`src/rtl/bsfd_pkg.sv`:
```
// Package for the byte-stuffed frame deframer: codes, types and defaults.
`default_nettype none
package bsfd_pkg;

  // Default depth of the request queue between front and back
  localparam int unsigned QueueDepthDef = 4;

  // Configuration register indexes
  localparam int unsigned CfgIdxW = 2;
  typedef enum logic [CfgIdxW-1:0] {
    CFG_START_CODE  = 2'd0,
    CFG_END_CODE    = 2'd1,
    CFG_ESCAPE_CODE = 2'd2
  } cfg_idx_e;

  // Reset values of the configuration registers
  localparam logic [7:0] StartCodeRst  = 8'd2;
  localparam logic [7:0] EndCodeRst    = 8'd3;
  localparam logic [7:0] EscapeCodeRst = 8'd16;

  // Frame parsing phase
  typedef enum logic [2:0] {
    PH_START = 3'd0,
    PH_DATA  = 3'd1,
    PH_ESC   = 3'd2,
    PH_DONE  = 3'd3,
    PH_ERROR = 3'd4
  } phase_e;

  // Result kind and status codes
  localparam logic KindData   = 1'b0;
  localparam logic KindStatus = 1'b1;
  localparam logic StatusOk   = 1'b0;
  localparam logic StatusErr  = 1'b1;

  // One classified request: an optional data result, then an optional status result
  typedef struct packed {
    logic       has_data;
    logic [7:0] data;
    logic       has_status;
    logic       status;
    logic [7:0] count;
  } cmd_t;

  // Queue occupancy flags seen by front and back
  typedef struct packed {
    logic full;
    logic empty;
  } qstat_t;

endpackage
`default_nettype wire

```
`src/rtl/bsfd_front.sv`:
```
// Front part: configuration registers, frame phase tracking and request classification.
`default_nettype none
module bsfd_front
  import bsfd_pkg::*;
(
  input  wire logic               clk_i,
  input  wire logic               rst_ni,
  input  wire logic               cfg_we_i,
  input  wire logic [CfgIdxW-1:0] cfg_idx_i,
  input  wire logic [7:0]         cfg_data_i,
  input  wire logic               in_valid_i,
  output logic                    in_stall_o,
  input  wire logic [7:0]         frame_byte_i,
  input  wire logic               frame_last_i,
  input  wire qstat_t             qstat_i,
  output logic                    push_o,
  output cmd_t                    cmd_o
);

  logic [7:0] start_code_q, end_code_q, escape_code_q;
  phase_e     phase_q, phase_d;
  logic [7:0] cnt_q, cnt_d;
  logic [7:0] cnt_inc;
  logic       accept;

  // Write configuration registers
  always_ff @(posedge clk_i or negedge rst_ni) begin
    if (!rst_ni) begin
      start_code_q  <= StartCodeRst;
      end_code_q    <= EndCodeRst;
      escape_code_q <= EscapeCodeRst;
    end else if (cfg_we_i) begin
      case (cfg_idx_i)
        CFG_START_CODE:  start_code_q  <= cfg_data_i;
        CFG_END_CODE:    end_code_q    <= cfg_data_i;
        CFG_ESCAPE_CODE: escape_code_q <= cfg_data_i;
        default: ;
      endcase
    end
  end

  // Hold phase and payload count
  always_ff @(posedge clk_i or negedge rst_ni) begin
    if (!rst_ni) begin
      phase_q <= PH_START;
      cnt_q   <= 8'd0;
    end else begin
      phase_q <= phase_d;
      cnt_q   <= cnt_d;
    end
  end

  assign accept     = in_valid_i && !qstat_i.full;
  assign in_stall_o = qstat_i.full;
  assign cnt_inc    = (cnt_q == 8'hFF) ? cnt_q : cnt_q + 8'd1;

  // Classify the byte, advance phase and build the request
  always_comb begin
    phase_d = phase_q;
    cnt_d   = cnt_q;
    cmd_o   = '0;
    if (accept) begin
      case (phase_q)
        PH_START: begin
          cnt_d = 8'd0;
          if (frame_byte_i == start_code_q) begin
            if (frame_last_i) begin
              cmd_o.has_status = 1'b1;
              cmd_o.status     = StatusErr;
              phase_d          = PH_START;
            end else begin
              phase_d = PH_DATA;
            end
          end else begin
            cmd_o.has_status = 1'b1;
            cmd_o.status     = StatusErr;
            phase_d          = frame_last_i ? PH_START : PH_ERROR;
          end
        end
        PH_DATA: begin
          if (frame_byte_i == escape_code_q) begin
            if (frame_last_i) begin
              cmd_o.has_status = 1'b1;
              cmd_o.status     = StatusErr;
              cmd_o.count      = cnt_q;
              phase_d          = PH_START;
            end else begin
              phase_d = PH_ESC;
            end
          end else if (frame_byte_i == end_code_q) begin
            cmd_o.has_status = 1'b1;
            cmd_o.status     = StatusOk;
            cmd_o.count      = cnt_q;
            phase_d          = frame_last_i ? PH_START : PH_DONE;
          end else begin
            cnt_d          = cnt_inc;
            cmd_o.has_data = 1'b1;
            cmd_o.data     = frame_byte_i;
            if (frame_last_i) begin
              cmd_o.has_status = 1'b1;
              cmd_o.status     = StatusErr;
              cmd_o.count      = cnt_inc;
              phase_d          = PH_START;
            end
          end
        end
        PH_ESC: begin
          cnt_d          = cnt_inc;
          cmd_o.has_data = 1'b1;
          cmd_o.data     = frame_byte_i;
          if (frame_last_i) begin
            cmd_o.has_status = 1'b1;
            cmd_o.status     = StatusErr;
            cmd_o.count      = cnt_inc;
            phase_d          = PH_START;
          end else begin
            phase_d = PH_DATA;
          end
        end
        default: begin
          // Skip trailing bytes up to the frame's last byte
          if (frame_last_i) phase_d = PH_START;
        end
      endcase
    end
  end

  // Queue only requests that cause results
  assign push_o = accept && (cmd_o.has_data || cmd_o.has_status);

endmodule
`default_nettype wire

```
`src/rtl/bsfd_queue.sv`:
```
// Request queue: small register FIFO between front and back.
`default_nettype none
module bsfd_queue
  import bsfd_pkg::*;
#(
  parameter int unsigned Depth = QueueDepthDef
) (
  input  wire logic clk_i,
  input  wire logic rst_ni,
  input  wire logic push_i,
  input  wire cmd_t cmd_i,
  input  wire logic pop_i,
  output cmd_t      head_o,
  output qstat_t    qstat_o
);

  localparam int unsigned PtrW = (Depth > 1) ? $clog2(Depth) : 1;
  localparam int unsigned CntW = $clog2(Depth + 1);
  localparam logic [PtrW-1:0] PtrLast = PtrW'(Depth - 1);
  localparam logic [CntW-1:0] CntFull = CntW'(Depth);

  cmd_t            mem_q [Depth];
  logic [PtrW-1:0] wr_ptr_q, rd_ptr_q;
  logic [CntW-1:0] cnt_q;

  // Store pushed requests
  always_ff @(posedge clk_i) begin
    if (push_i) mem_q[wr_ptr_q] <= cmd_i;
  end

  // Advance pointers and occupancy
  always_ff @(posedge clk_i or negedge rst_ni) begin
    if (!rst_ni) begin
      wr_ptr_q <= '0;
      rd_ptr_q <= '0;
      cnt_q    <= '0;
    end else begin
      if (push_i) wr_ptr_q <= (wr_ptr_q == PtrLast) ? '0 : wr_ptr_q + 1'b1;
      if (pop_i)  rd_ptr_q <= (rd_ptr_q == PtrLast) ? '0 : rd_ptr_q + 1'b1;
      case ({push_i, pop_i})
        2'b10:   cnt_q <= cnt_q + 1'b1;
        2'b01:   cnt_q <= cnt_q - 1'b1;
        default: cnt_q <= cnt_q;
      endcase
    end
  end

  assign head_o        = mem_q[rd_ptr_q];
  assign qstat_o.full  = (cnt_q == CntFull);
  assign qstat_o.empty = (cnt_q == '0);

endmodule
`default_nettype wire

```
`src/rtl/bsfd_back.sv`:
```
// Back part: expands queued requests into result items through an output register.
`default_nettype none
module bsfd_back
  import bsfd_pkg::*;
(
  input  wire logic   clk_i,
  input  wire logic   rst_ni,
  input  wire cmd_t   head_i,
  input  wire qstat_t qstat_i,
  output logic        pop_o,
  output logic        out_valid_o,
  input  wire logic   out_stall_i,
  output logic        kind_o,
  output logic [7:0]  data_byte_o,
  output logic        status_o,
  output logic [7:0]  data_count_o,
  output logic        last_o
);

  logic       valid_q, valid_d;
  logic       sub_q, sub_d;
  logic       kind_q, kind_d;
  logic [7:0] data_q, data_d;
  logic       status_q, status_d;
  logic [7:0] count_q, count_d;
  logic       last_q, last_d;
  logic       load;

  // Hold control state
  always_ff @(posedge clk_i or negedge rst_ni) begin
    if (!rst_ni) begin
      valid_q <= 1'b0;
      sub_q   <= 1'b0;
    end else begin
      valid_q <= valid_d;
      sub_q   <= sub_d;
    end
  end

  // Hold result payload
  always_ff @(posedge clk_i) begin
    kind_q   <= kind_d;
    data_q   <= data_d;
    status_q <= status_d;
    count_q  <= count_d;
    last_q   <= last_d;
  end

  assign load = !valid_q || !out_stall_i;

  // Pick the next result: data part first, then status part
  always_comb begin
    valid_d  = valid_q;
    sub_d    = sub_q;
    kind_d   = kind_q;
    data_d   = data_q;
    status_d = status_q;
    count_d  = count_q;
    last_d   = last_q;
    pop_o    = 1'b0;
    if (load) begin
      valid_d = !qstat_i.empty;
      if (!qstat_i.empty) begin
        if (head_i.has_data && !sub_q) begin
          kind_d   = KindData;
          data_d   = head_i.data;
          status_d = StatusOk;
          count_d  = 8'd0;
          last_d   = !head_i.has_status;
          sub_d    = head_i.has_status;
          pop_o    = !head_i.has_status;
        end else begin
          kind_d   = KindStatus;
          data_d   = 8'd0;
          status_d = head_i.status;
          count_d  = head_i.count;
          last_d   = 1'b1;
          sub_d    = 1'b0;
          pop_o    = 1'b1;
        end
      end
    end
  end

  assign out_valid_o  = valid_q;
  assign kind_o       = kind_q;
  assign data_byte_o  = data_q;
  assign status_o     = status_q;
  assign data_count_o = count_q;
  assign last_o       = last_q;

endmodule
`default_nettype wire

```
`src/rtl/byte_stuffed_frame_deframer_top.sv`:
```
// Top level of the byte-stuffed frame deframer: front, request queue and back.
//
//  channel  direction  handshake               payload
//  in       input      in_valid_i / in_stall_o frame_byte_i, frame_last_i
//  out      output     out_valid_o/out_stall_i kind_o, data_byte_o, status_o,
//                                              data_count_o, last_o
//  cfg      input      cfg_we_i                cfg_idx_i, cfg_data_i
//
// One byte is accepted per cycle while the request queue has room; the
// front decides phase and count in the cycle of acceptance.
// A byte causing two results (data, then error status) loads the output
// register once per result; otherwise one result per cycle while out_stall_i
// is low. The output register is loaded from the queue head.
// Reset clears phase, count, queue and output valid; registers go to 2, 3, 16.
// An output stall fills the queue (QueueDepth requests) before input stalls.
`default_nettype none
module byte_stuffed_frame_deframer_top
  import bsfd_pkg::*;
#(
  parameter int unsigned QueueDepth = QueueDepthDef
) (
  input  wire logic               clk_i,
  input  wire logic               rst_ni,
  input  wire logic               cfg_we_i,
  input  wire logic [CfgIdxW-1:0] cfg_idx_i,
  input  wire logic [7:0]         cfg_data_i,
  input  wire logic               in_valid_i,
  output logic                    in_stall_o,
  input  wire logic [7:0]         frame_byte_i,
  input  wire logic               frame_last_i,
  output logic                    out_valid_o,
  input  wire logic               out_stall_i,
  output logic                    kind_o,
  output logic [7:0]              data_byte_o,
  output logic                    status_o,
  output logic [7:0]              data_count_o,
  output logic                    last_o
);

  qstat_t qstat;
  logic   push, pop;
  cmd_t   cmd, head;

  bsfd_front u_front (
    .clk_i,
    .rst_ni,
    .cfg_we_i,
    .cfg_idx_i,
    .cfg_data_i,
    .in_valid_i,
    .in_stall_o,
    .frame_byte_i,
    .frame_last_i,
    .qstat_i (qstat),
    .push_o  (push),
    .cmd_o   (cmd)
  );

  bsfd_queue #(
    .Depth (QueueDepth)
  ) u_queue (
    .clk_i,
    .rst_ni,
    .push_i  (push),
    .cmd_i   (cmd),
    .pop_i   (pop),
    .head_o  (head),
    .qstat_o (qstat)
  );

  bsfd_back u_back (
    .clk_i,
    .rst_ni,
    .head_i  (head),
    .qstat_i (qstat),
    .pop_o   (pop),
    .out_valid_o,
    .out_stall_i,
    .kind_o,
    .data_byte_o,
    .status_o,
    .data_count_o,
    .last_o
  );

  // Never push into a full queue
  assert property (@(posedge clk_i) disable iff (!rst_ni) push |-> !qstat.full)
    else $error("request pushed into full queue");

  // Never pop an empty queue
  assert property (@(posedge clk_i) disable iff (!rst_ni) pop |-> !qstat.empty)
    else $error("request popped from empty queue");

  // A status result always closes its request
  assert property (@(posedge clk_i) disable iff (!rst_ni)
      (out_valid_o && (kind_o == KindStatus)) |-> last_o)
    else $error("status result without last");

  // A data result that is not last is followed by its status result
  assert property (@(posedge clk_i) disable iff (!rst_ni)
      (out_valid_o && !out_stall_i && (kind_o == KindData) && !last_o)
      |=> (out_valid_o && (kind_o == KindStatus)))
    else $error("data result not followed by status");

endmodule
`default_nettype wire

```
`config.mk`:
```
export PLATFORM = sky130hd
export DESIGN_NAME = byte_stuffed_frame_deframer_top
export DESIGN_NICKNAME = d
export VERILOG_FILES = /design/src/rtl/bsfd_pkg.sv /design/src/rtl/bsfd_front.sv /design/src/rtl/bsfd_queue.sv /design/src/rtl/bsfd_back.sv /design/src/rtl/byte_stuffed_frame_deframer_top.sv
export SDC_FILE = /design/constraint.sdc
export NUM_CORES = 1
export LEC_CHECK = 0
export BUFFER_PORTS_ARGS = -buffer_cell sky130_fd_sc_hd__buf_2
export CAP_MARGIN = 20
export CORE_MARGIN = 8
export CORE_UTILIZATION = 50
export DETAILED_ROUTE_END_ITERATION = 10
export PLACE_DENSITY = 0.77
export SYNTH_ARGS = -nofsm -noshare
export SYNTH_HDL_FRONTEND = slang
export SYNTH_SLANG_ARGS = --single-unit
```
`constraint.sdc`:
```
create_clock -name clk_i -period 3.9 [get_ports clk_i]
set_input_delay 0.78 -clock clk_i [delete_from_list [all_inputs] [get_ports clk_i]]
set_output_delay 0.78 -clock clk_i [all_outputs]
set_load 0.05 [all_outputs]
```
==> reports/results.txt <==
Status = complete, no violations
Area Overhead vs Synth = 15.02%
Yosys warns = 0
Routed WL = 12.30 mm
Mean post-synth cell area = 15.07 µm²
Grt ovf = 0
Vias in the first global route = 3808
H-tree depth = 4
Synth Register Bits = 139
Flop2flop setup slack = 980 ps
CP required = 4230 ps
Worst Skew = 7.023 ps
Post-CTS Setup Bufs = 0
Clk pin slew, worst setup/hold paths = 60 ps
Crit path launch = u_queue.rd_ptr_q[0]
Switching Power = 1.773 mW
Final setup fails = 0
Rows = 41
Power Density = 722.1 mW/mm²
Worst min path class = input port to async pin
Die span in x = 129.3 µm
Clock share of power = 27.7%
RSZ-0062 raised after global routing = no
Clock Latency Late Sink = 410 ps
CP max FO = 7
PortBufs = 44
Area leader, netlist = edfxtp_1
Share of cells above drive strength 1 = 33.27%
Synth top area cells = edfxtp_1, dfrtp_1, mux4_2
Fill count = 938
Critical Path Sink = u_queue.cnt_q[2]
Post-Syn Nets = 458
Setup ws final = 980.3 ps
Drt via density = 5.531
DR WL/cell = 18.41 µm
Final Net Count = 515
Sw frac = 33.25%
Post-synth ARST share = 31.65%
Worst setup path class = flip-flop to flip-flop
Synth top cells by count = edfxtp_1, dfrtp_1, mux2_2, and2_1, nand2_1
ANT nets after route = 0
Tcrit/Tclk final = 74.86%
Detailed Routing Iterations Pass 1 = 4
R2r worst-path depth = 10
CTS root buf = clkbuf_16
Crit path launch type = flip-flop
Leak Pwr = 2.721 nW
CTS buffer count = 17
Rel. slew slack = 40.72%
Final Hold Fails = 0
Final routed DRC violation total = 0
Post-Synthesis Cells = 426
Worst-case clock buffer depth = 2
Max_cap viols = 0
Yosys top cell area share = 44.43%
Register area = 0.003959 mm²
IO Count = 45
Capturing point of the worst reg2reg path = u_queue.cnt_q[2]
Cell-internal power = 3.560 mW
Combinational power share = 30.8%
Global placer's final weighted congestion = 0.8602
Total track usage = 15.72%
Cts repair resizes = 0
Max-slew violations = 0
Netlist area before placement = 0.006421 mm²
EDFF count, synth = 95
Final worst path period need = 2920 ps
Initial Util = 51.09%
DP HPWL = 8.488 mm
Fmax = 342.5 MHz
Post-synthesis sequential area ratio = 61.65%
Initial antenna violation count = 0
Largest net degree at the start of global routing = 45
ANT cells = 0
Setup TNS = 0 ps
Placeable Area = 0.01257 mm²
Dpl ws = 714.7 ps
Worst slew pin tran = 889.2 ps
Die height = 129.3 µm
Synth cell types = 70
Clk sink count = 139
Die area = 0.01673 mm²
Main synth FF type = edfxtp_1
CP Capture Type = flip-flop
CTS tree = built
Reg2reg start = u_queue.rd_ptr_q[0]
Reg power frac = 41.5%
First-pass GRT wire length = 19.87 mm
Vias = 3695
Multi-input gate area = 0.002307 mm²
CP arrival = 3250 ps
Most common cell in the synthesized netlist = edfxtp_1
Initial drt markers = 222
Peak supply drop = 0.0003446 V
CTS Hold Bufs = 0
==> worst max-delay path, stage by stage (launching register included) <==
cell	delay, ps
dfrtp_1	600
mux4_2	570
and2b_1	200
nand2_2	80
and2_1	280
ha_1	240
inv_1	70
fa_1	380
xor2_1	150
nor2_1	110
xor2_1	150
==> stage by stage <==
stage               area (µm²)  total power [mW]  hold slack [ps]  std cells  util (%)
floorplan                 6421             3.500            456.4        426         -
CTS                       7366             5.385            493.3        667     58.61
global route              7386             5.573            268.7        668     58.77
global placement          6814             3.831            480.5        635     54.22
finish                    7386             5.333            260.2        668     58.77
detailed placement        6814             3.894            481.6        635     54.22
==> worst min path at each step <==
stage	slack, ps	endpoint	cells past startpoint	startpoint
6_report	260	u_front.cnt_q[3]	1	rst_ni
5_1_grt	270	u_front.cnt_q[3]	1	rst_ni
3_3_place_gp	480	u_back.sub_q	2	u_back.sub_q
2_1_floorplan	460	u_queue.cnt_q[2]	1	u_queue.cnt_q[2]
4_1_cts	490	u_queue.cnt_q[2]	1	u_queue.cnt_q[2]
3_5_place_dp	480	u_queue.cnt_q[2]	1	u_queue.cnt_q[2]
==> power by group through the flow <==
| stage | Combinational (mW) | Sequential (mW) | Clock, mW |
|---|---|---|---|
| final | 1.64 | 2.21 | 1.48 |
| after global routing | 1.76 | 2.26 | 1.56 |
| after CTS | 1.67 | 2.22 | 1.50 |
| after detailed placement | 1.65 | 2.24 | 0 |
| after global placement | 1.61 | 2.22 | 0 |
| after floorplan | 0.984 | 2.52 | 0 |
==> layout make-up <==
| type | count | area share (%) |
|---|---|---|
| multi-input cells | 259 | 31.24 |
| inverters | 12 | 0.6099 |
| flip-flops and latches | 139 | 53.60 |
| repair buffers | 54 | 4.167 |
| clock buffers | 19 | 5.861 |
| well taps | 172 | 2.914 |
| clock inverters | 13 | 1.609 |
==> sequential cells by signal, summed over array words and instances (netlist names) <==
name / cells
u_back.out_valid_o: 1
u_queue.mem_q: 76
u_back.kind_o: 1
u_queue.rd_ptr_q: 2
u_front.end_code_q: 8
u_front.cnt_q: 8
u_front.phase_q: 3
u_queue.wr_ptr_q: 2
u_back.sub_q: 1
u_front.start_code_q: 8
u_back.last_o: 1
u_queue.cnt_q: 3
u_back.status_o: 1
u_back.data_byte_o: 8
u_back.data_count_o: 8
u_front.escape_code_q: 8
==> cell families after synthesis <==
| family | after synthesis | share of synthesized area [%] |
|---|---|---|
| AO/OA/AOI/OAI | 63 | 7.229 |
| XOR/XNOR | 27 | 3.683 |
| adder cells (fa/ha/maj) | 8 | 1.676 |
| buffers and inverters | 28 | 2.475 |
| flip-flops | 139 | 61.65 |
| multiplexers | 51 | 12.47 |
| AND/OR/NAND/NOR | 110 | 10.81 |
==> layout by cell type (no fill, tap or decap), types with 9 or more instances in the layout <==
cell type  instances
nand2_1           21
dfrtp_1           40
nor2b_1           11
xor2_1            10
o21ai_0            9
mux2_2            25
buf_4              9
inv_1             12
xnor2_1           17
buf_2             44
a21oi_1           18
edfxtp_1          95
mux4_2            19
and2_1            22
clkbuf_16         17
==> layer usage <==
metal  wire length (µm)  part of all wire [%]  track usage [%]  vias to the layer above
met3                577                   4.7            3.657                       18
met2               6113                    50            26.29                       96
met5                  0                     0                0                        -
met4                225                   1.8            6.496                        0
li1                   -                     -                -                     1723
met1               5378                    44            19.25                     1858
Note: power is estimated with default switching activity, not from simulation.
